`src/hw/rtl/depth_to_rainbow_color_map_core_assert.svh`:
```
`ifndef DEPTH_TO_RAINBOW_COLOR_MAP_CORE_ASSERT_SVH
`define DEPTH_TO_RAINBOW_COLOR_MAP_CORE_ASSERT_SVH

// Same-cycle implication, sampled on clk, off during rst.
`define DRCM_ASSERT_NOW(label, cond, expr, msg) \
  label: assert property (@(posedge clk) disable iff (rst) (cond) |-> (expr)) \
    else $error(msg);

// Next-cycle implication, sampled on clk, off during rst.
`define DRCM_ASSERT_NEXT(label, cond, expr, msg) \
  label: assert property (@(posedge clk) disable iff (rst) (cond) |=> (expr)) \
    else $error(msg);

`endif

```
`src/hw/rtl/drcm_pkg.sv`:
```
`default_nettype none

package drcm_pkg;

  localparam int SAMPLE_BITS        = 16;
  localparam int DEPTH_BITS_DEFAULT = 16;
  localparam int QUOT_BITS          = 11;
  localparam int COLOR_BITS         = 8;
  localparam int CFG_INDEX_BITS     = 1;
  localparam int S_TDATA_BITS       = 16;
  localparam int M_TDATA_BITS       = 24;

  localparam logic [QUOT_BITS-1:0]  RAMP_STEPS = 11'd1530;
  localparam logic [COLOR_BITS-1:0] CHAN_MAX   = 8'hff;

  localparam logic [SAMPLE_BITS-1:0] RANGE_LOW_RESET  = 16'h0000;
  localparam logic [SAMPLE_BITS-1:0] RANGE_HIGH_RESET = 16'hffff;

  localparam logic [CFG_INDEX_BITS-1:0] REG_RANGE_LOW  = 1'b0;
  localparam logic [CFG_INDEX_BITS-1:0] REG_RANGE_HIGH = 1'b1;

  localparam logic [2:0] SEG_WHITE_RED   = 3'd0;
  localparam logic [2:0] SEG_RED_YELLOW  = 3'd1;
  localparam logic [2:0] SEG_YELLOW_GRN  = 3'd2;
  localparam logic [2:0] SEG_GRN_CYAN    = 3'd3;
  localparam logic [2:0] SEG_CYAN_BLUE   = 3'd4;
  localparam logic [2:0] SEG_BLUE_BLACK  = 3'd5;

endpackage

`default_nettype wire

```
`src/hw/rtl/depth_to_rainbow_color_map_core.sv`:
```
// Maps one depth sample per beat to an RGB pixel on a six-segment rainbow ramp
// between range_low and range_high (black below range, past the end, or when
// the range is empty). Takes one beat every clock while the output is not held; each
// beat passes through three prep stages, the 11-stage restoring divider (one
// quotient bit per stage) and the output register, the first of them loaded on
// the accepting edge. Write range_low/range_high only while the pipeline is
// empty. A held output beat (m_tready low) stalls the whole pipeline.
`default_nettype none

module depth_to_rainbow_color_map_core #(
  parameter int DEPTH_BITS = drcm_pkg::DEPTH_BITS_DEFAULT
) (
  input  wire                                    clk,
  input  wire                                    rst,
  input  wire                                    s_tvalid,
  output logic                                   s_tready,
  input  wire  [drcm_pkg::S_TDATA_BITS-1:0]      s_tdata,   // [15:0] depth_sample
  output logic                                   m_tvalid,
  input  wire                                    m_tready,
  output logic [drcm_pkg::M_TDATA_BITS-1:0]      m_tdata,   // [7:0] red, [15:8] green,
                                                            // [23:16] blue
  input  wire                                    cfg_we,
  input  wire  [drcm_pkg::CFG_INDEX_BITS-1:0]    cfg_index,
  input  wire  [drcm_pkg::SAMPLE_BITS-1:0]       cfg_data
);

  localparam int EB = (DEPTH_BITS < drcm_pkg::SAMPLE_BITS) ? DEPTH_BITS
                                                           : drcm_pkg::SAMPLE_BITS;
  localparam int QB = drcm_pkg::QUOT_BITS;
  localparam int NW = EB + QB;
  localparam int CB = drcm_pkg::COLOR_BITS;

  logic [drcm_pkg::SAMPLE_BITS-1:0] range_low;
  logic [drcm_pkg::SAMPLE_BITS-1:0] range_high;

  always_ff @(posedge clk) begin
    if (rst) begin
      range_low  <= drcm_pkg::RANGE_LOW_RESET;
      range_high <= drcm_pkg::RANGE_HIGH_RESET;
    end else if (cfg_we) begin
      case (cfg_index)
        drcm_pkg::REG_RANGE_LOW:  range_low  <= cfg_data;
        drcm_pkg::REG_RANGE_HIGH: range_high <= cfg_data;
        default: ;
      endcase
    end
  end

  logic adv;
  assign adv      = !m_tvalid || m_tready;
  assign s_tready = adv;

  // stage 1: offsets, empty-range and at-or-below-low test
  logic [EB-1:0] d_m, lo_m, hi_m;
  assign d_m  = s_tdata[EB-1:0];
  assign lo_m = range_low[EB-1:0];
  assign hi_m = range_high[EB-1:0];

  logic          vld1, blk1;
  logic [EB-1:0] diff1, den1;

  always_ff @(posedge clk) begin
    if (rst) begin
      vld1 <= 1'b0;
    end else if (adv) begin
      vld1 <= s_tvalid;
    end
  end

  always_ff @(posedge clk) begin
    if (adv) begin
      diff1 <= d_m - lo_m;
      den1  <= hi_m - lo_m;
      blk1  <= (hi_m <= lo_m) || (d_m <= lo_m);
    end
  end

  // stage 2: scale by ramp length
  logic          vld2, blk2;
  logic [NW-1:0] prod2;
  logic [EB-1:0] den2;

  always_ff @(posedge clk) begin
    if (rst) begin
      vld2 <= 1'b0;
    end else if (adv) begin
      vld2 <= vld1;
    end
  end

  always_ff @(posedge clk) begin
    if (adv) begin
      prod2 <= NW'(diff1) * NW'(drcm_pkg::RAMP_STEPS);
      den2  <= den1;
      blk2  <= blk1;
    end
  end

  // stage 3 onward: divider, index 0 is the overflow-check stage
  logic          vld_pipe [0:QB];
  logic          blk_pipe [0:QB];
  logic [NW-1:0] rem_pipe [0:QB];
  logic [EB-1:0] den_pipe [0:QB];
  logic [QB-1:0] q_pipe   [0:QB];

  always_ff @(posedge clk) begin
    if (rst) begin
      vld_pipe[0] <= 1'b0;
    end else if (adv) begin
      vld_pipe[0] <= vld2;
    end
  end

  always_ff @(posedge clk) begin
    if (adv) begin
      rem_pipe[0] <= prod2;
      den_pipe[0] <= den2;
      q_pipe[0]   <= '0;
      blk_pipe[0] <= blk2 || (prod2 >= {den2, {QB{1'b0}}});
    end
  end

  for (genvar i = 0; i < QB; i++) begin : g_div
    localparam int K = QB - 1 - i;
    logic [NW-1:0] dsh;
    logic          ge;
    assign dsh = NW'(den_pipe[i]) << K;
    assign ge  = rem_pipe[i] >= dsh;

    always_ff @(posedge clk) begin
      if (rst) begin
        vld_pipe[i+1] <= 1'b0;
      end else if (adv) begin
        vld_pipe[i+1] <= vld_pipe[i];
      end
    end

    always_ff @(posedge clk) begin
      if (adv) begin
        rem_pipe[i+1] <= ge ? (rem_pipe[i] - dsh) : rem_pipe[i];
        q_pipe[i+1]   <= {q_pipe[i][QB-2:0], ge};
        den_pipe[i+1] <= den_pipe[i];
        blk_pipe[i+1] <= blk_pipe[i];
      end
    end
  end

  // color ramp
  logic [QB-1:0] q;
  logic [2:0]    seg;
  logic [CB-1:0] lb, r_c, g_c, b_c;

  assign q   = q_pipe[QB];
  assign seg = q[QB-1:CB];
  assign lb  = q[CB-1:0];

  always_comb begin
    r_c = '0;
    g_c = '0;
    b_c = '0;
    case (seg)
      drcm_pkg::SEG_WHITE_RED: begin
        r_c = drcm_pkg::CHAN_MAX;
        g_c = drcm_pkg::CHAN_MAX - lb;
        b_c = drcm_pkg::CHAN_MAX - lb;
      end
      drcm_pkg::SEG_RED_YELLOW: begin
        r_c = drcm_pkg::CHAN_MAX;
        g_c = lb;
      end
      drcm_pkg::SEG_YELLOW_GRN: begin
        r_c = drcm_pkg::CHAN_MAX - lb;
        g_c = drcm_pkg::CHAN_MAX;
      end
      drcm_pkg::SEG_GRN_CYAN: begin
        g_c = drcm_pkg::CHAN_MAX;
        b_c = lb;
      end
      drcm_pkg::SEG_CYAN_BLUE: begin
        g_c = drcm_pkg::CHAN_MAX - lb;
        b_c = drcm_pkg::CHAN_MAX;
      end
      drcm_pkg::SEG_BLUE_BLACK: begin
        b_c = drcm_pkg::CHAN_MAX - lb;
      end
      default: ;
    endcase
    if (blk_pipe[QB] || (q == '0)) begin
      r_c = '0;
      g_c = '0;
      b_c = '0;
    end
  end

  always_ff @(posedge clk) begin
    if (rst) begin
      m_tvalid <= 1'b0;
    end else if (adv) begin
      m_tvalid <= vld_pipe[QB];
    end
  end

  always_ff @(posedge clk) begin
    if (adv) begin
      m_tdata <= {b_c, g_c, r_c};
    end
  end

`include "depth_to_rainbow_color_map_core_assert.svh"

  `DRCM_ASSERT_NOW(a_ready_when_empty, !m_tvalid, s_tready, "ready low with empty output")
  `DRCM_ASSERT_NEXT(a_accept_enters, s_tvalid && s_tready, vld1, "accepted beat not in stage 1")
  `DRCM_ASSERT_NOW(a_rem_bound, vld_pipe[QB] && !blk_pipe[QB], rem_pipe[QB] < NW'(den_pipe[QB]),
    "divider remainder not below divisor")
  `DRCM_ASSERT_NEXT(a_black_out, adv && vld_pipe[QB] && blk_pipe[QB], m_tdata == '0,
    "out-of-range beat not black")

endmodule

`default_nettype wire

```
`config.mk`:
```
export PLATFORM = sky130hd
export DESIGN_NAME = depth_to_rainbow_color_map_core
export DESIGN_NICKNAME = d
export VERILOG_FILES = /design/src/hw/rtl/drcm_pkg.sv /design/src/hw/rtl/depth_to_rainbow_color_map_core.sv
export VERILOG_INCLUDE_DIRS = /design/src /design/src/hw/rtl
export SDC_FILE = /design/constraint.sdc
export NUM_CORES = 2
export LEC_CHECK = 0
export BUFFER_PORTS_ARGS = -buffer_cell sky130_fd_sc_hd__buf_4
export CAP_MARGIN = 10
export CELL_PAD_IN_SITES_DETAIL_PLACEMENT = 1
export CELL_PAD_IN_SITES_GLOBAL_PLACEMENT = 1
export CORE_ASPECT_RATIO = 0.6
export CORE_MARGIN = 8
export CORE_UTILIZATION = 45
export DETAILED_ROUTE_END_ITERATION = 6
export HOLD_SLACK_MARGIN = 0.02
export PLACE_DENSITY_LB_ADDON = 0.1
export SYNTH_ARGS = -nofsm -noshare
export SYNTH_HDL_FRONTEND = slang
export SYNTH_SLANG_ARGS = --single-unit
```
`constraint.sdc`:
```
create_clock -name clk -period 23.5 [get_ports clk]
set_input_delay 3.525 -clock clk [delete_from_list [all_inputs] [get_ports clk]]
set_output_delay 3.525 -clock clk [all_outputs]
set_load 0.1 [all_outputs]
```
# == Yosys cells after proc, flatten, opt, wreduce, memory -nomap -nowiden ==
# Memories as Yosys holds them, arrays and structs flattened. A register that Yosys moved wholly into a read port is not among the register bits.
# Index checks and enable logic that the tools add are counted.
# totals
regBits,134
ram_bits,672
in_bits,38
output_inout_bits,26
n_memories,5
# classes
add_sub_neg,14
mul,1
order_cmp,14
eq_ne,5
n_mux,32
bitwise,13
reduce_logical,13
# memory_table
memory,depth,word_bits,read_ports,rd_clocked_by_memory_dff,write_ports,line,text
rem_pipe,12,27,11,0,12,depth_to_rainbow_color_map_core.sv:102,logic [NW-1:0] rem_pipe [0:QB];
den_pipe,12,16,11,0,12,depth_to_rainbow_color_map_core.sv:103,logic [EB-1:0] den_pipe [0:QB];
q_pipe,12,11,12,0,12,depth_to_rainbow_color_map_core.sv:104,logic [QB-1:0] q_pipe [0:QB];
blk_pipe,12,1,12,0,12,depth_to_rainbow_color_map_core.sv:101,logic blk_pipe [0:QB];
vld_pipe,12,1,12,1,12,depth_to_rainbow_color_map_core.sv:100,logic vld_pipe [0:QB];
# ops
operator,count
two-way mux 27 bit,11
case mux 8 bit (3 select lines),2
<= comparator 16 bit,2
subtractor 16 bit,2
>= comparator 27 x 16 -> 1 bit,1
>= comparator 27 x 17 -> 1 bit,1
>= comparator 27 x 18 -> 1 bit,1
>= comparator 27 x 19 -> 1 bit,1
>= comparator 27 x 20 -> 1 bit,1
>= comparator 27 x 21 -> 1 bit,1
>= comparator 27 x 22 -> 1 bit,1
>= comparator 27 x 23 -> 1 bit,1
>= comparator 27 x 24 -> 1 bit,1
>= comparator 27 x 25 -> 1 bit,1
>= comparator 27 x 26 -> 1 bit,1
>= comparator 27 bit,1
subtractor 27 x 16 -> 27 bit,1
subtractor 27 x 17 -> 27 bit,1
subtractor 27 x 18 -> 27 bit,1
subtractor 27 x 19 -> 27 bit,1
subtractor 27 x 20 -> 27 bit,1
subtractor 27 x 21 -> 27 bit,1
subtractor 27 x 22 -> 27 bit,1
subtractor 27 x 23 -> 27 bit,1
18 further kinds,55

# == Depth between registers and ports, before layout ==
# logic_depth
depth_word,6
ltp_mapped,19
depth_no_buf,19

# == Worst setup path after synthesis ==
# OpenSTA, ideal clock, no wires.
# synth_timing
kind,in2out
from,input port m_tready
to,output port s_tready
t_arrival_ps,16525
required_ps,19975
slack_ps,3450
stages,2
n_path_buf,0
cell_sequence,nor2b_1 inv_1
# synth_via
elab_chain_len,1
# synth_lines
element,line,text
from (decl),depth_to_rainbow_color_map_core.sv:19,"input wire m_tready,"
logical OR 1 bit,depth_to_rainbow_color_map_core.sv:50,assign adv = !m_tvalid || m_tready;
to (decl),depth_to_rainbow_color_map_core.sv:16,"output logic s_tready,"
# Every way passes these cells.

# == Worst setup path in the final report ==
# Ends and elaborated chain as after synthesis.

==> results.cfg <==
[clock_network]
tritoncts.num_buffers = 70
cts_tree = done
clockRootBuffer = clkbuf_16
clock_path_buffers = 3
ctsHoldBuffers = 0
htree_levels = 3
path_clk_slew_ps = 70
cts_sinks = 687
cts_post_setup_buffers_inserted = 0
clkLatencyLatePin_ps = 650
ctsResizeCount = 0

[placed_design]
io_buffers = 63
gp_congestion = 0.862
postPlaceCellArea_um2 = 40300
hpwl_mm = 74.8

[sta]
fin_worst_skew_ps = 20.6
finalSetupTns_ps = 0
finalSetupViolCount = 0
whs_ps = 407
fin_crit_ps = 8430
rsz0062_at_grt = false
max_freq_mhz = 119
finalCritPeriodShare = 0.359
hold_viol = 0
slew_viol_final = 0
relSlewSlack = 0.138
worst_pin_slew_ps = 1280

[drt]
via_per_inst = 5.53
wl_per_cell_um = 21.3
num_vias = 25524
wl_met3_mm = 4.62
route.met2.wl_mm = 41.5
routed_wirelength_mm = 98.2
top_layer = met5
drc = 0
wl_met1_mm = 50.4
firstDrtPassIters = 5
antenna_left = 0
drt_iter0_markers = 1636

[status]
status = finished, final reports clean

[synthesis]
synth_area_leaders = edfxtp_1 51%, ha_1 9.9%, fa_1 4.7%
yosys.area.top_type_share = 0.510
synth-seq-area-share = 0.528
yosysUniqueCellTypes = 78
synth-edff-count = 652
synthFlopType = edfxtp_1
synth.top_cells.by_count = 652 x edfxtp_1, 411 x inv_1, 304 x ha_1, 232 x nand2_1, 205 x a21oi_1
synth_most_common_cell = edfxtp_1
yosys.area.top_type = edfxtp_1
synth.cell_area_um2 = 38400
syn-num-nets = 3752
netlist_instances = 3319
avgSynthCellArea_um2 = 11.6
synth_seq_cells = 687
synth_warnings = 0
synthArstFlopShare = 0

[global_routing]
grt_pass1_vias = 26768
grt_pass1_wl_mm = 155
grt_overflow = 0
antenna_found_initial = 1
grt_max_degree = 205
track_usage = 0.205

[cells_and_area]
multi_input_area_um2 = 16400
seqCellArea_um2 = 20300
final_layout_size_suffix_gt1_frac = 0.0683
area_growth_pct = 10.8
diodes = 0
fin_nets = 3845
final_cell_area_um2 = 42600
fillerInstances = 8904

[critical_path]
crit_path_end_kind = output pin
cp.required_ps = 19980
startpoint_type = input pin
worstSetupPathType = input pin to output pin
cp_max_fo = 68
cp.arrival_ps = 4900

[floorplanning]
design.core.area_um2 = 85100
dieArea_um2 = 95300
die_h_um = 242
ios = 64
rows = 83
start_util = 0.452
die_w_um = 393

[job]
drv_cap = 0

[hold_path]
holdCritPathClass = register to register
## sequential cells by signal (all words and copies together), names as in the netlist, 12 cells and up
| name | count |
|---|---|
| vld_pipe | 12 |
| rem_pipe | 286 |
| blk_pipe | 12 |
| lo_m | 16 |
| prod2 | 26 |
| den2 | 16 |
| q_pipe | 66 |
| den_pipe | 176 |
| den1 | 16 |
| diff1 | 16 |
| hi_m | 16 |
| m_tdata | 24 |
## through the flow
step	utilization	setup slack, ps	instances
2_1_floorplan	-	3450	3319
3_3_place_gp	0.473	15170	4487
3_5_place_dp	0.473	15070	4487
4_1_cts	0.501	15080	4615
5_1_grt	0.501	14950	4615
6_report	0.501	15070	4615
## cell usage in the layout (no fill, tap or decap), types with 24 or more instances in the layout
| master | instances |
|---|---|
| a211oi_1 | 26 |
| a21o_1 | 72 |
| a21oi_1 | 205 |
| and3_1 | 33 |
| buf_4 | 80 |
| clkbuf_16 | 70 |
| dfxtp_1 | 35 |
| edfxtp_1 | 652 |
| fa_1 | 91 |
| ha_1 | 304 |
| inv_1 | 410 |
| mux2_2 | 24 |
| nand2_1 | 232 |
| nand2b_1 | 42 |
| nand3_1 | 38 |
| nand4_1 | 39 |
| nor2_1 | 187 |
| nor2b_1 | 50 |
| nor3_1 | 45 |
| nor4_1 | 27 |
| o21a_1 | 35 |
| o21ai_0 | 199 |
| or3_1 | 28 |
| xnor2_1 | 130 |
| xor2_1 | 85 |
## worst paths after layout
kind                         to  slack, ps  cells after the start    startpoint
setup / recovery       s_tready      15070                      4      m_tready
hold reg to reg   q_pipe[10][5]        410                      0  q_pipe[9][4]
hold / removal    q_pipe[10][5]        410                      0  q_pipe[9][4]
setup reg to reg      prod2[26]      17590                     19      diff1[1]
## kinds of logic after synthesis
group	after synthesis	synth area share
flip-flops	687	0.528
AND/OR/NAND/NOR	800	0.103
adder cells (fa/ha/maj)	403	0.149
AO/OA/AOI/OAI	711	0.116
buffers and inverters	472	0.0469
XOR/XNOR	215	0.0490
multiplexers	31	0.00886
## cell type report
type | instances | area share
clock buffers | 83 | 0.0423
inverters | 412 | 0.0365
multi-input cells | 2160 | 0.384
clock inverters | 45 | 0.0123
well taps | 1147 | 0.0337
flip-flops and latches | 687 | 0.476
repair buffers | 81 | 0.0146
## metal layers
metal  GRT usage  vias up
li1            -    12104
met1       0.319    12832
met2       0.298      469
met3      0.0346      117
met4      0.0440        2
met5           0        -
## critical path, cell delays in order
cell	delay (ps)
buf_4	110
nor2b_1	520
inv_8	330
buf_4	350
Power is left out: the tool's default activity adds up to more than one toggle a clock period on the data nets, which glitch-free logic cannot reach.
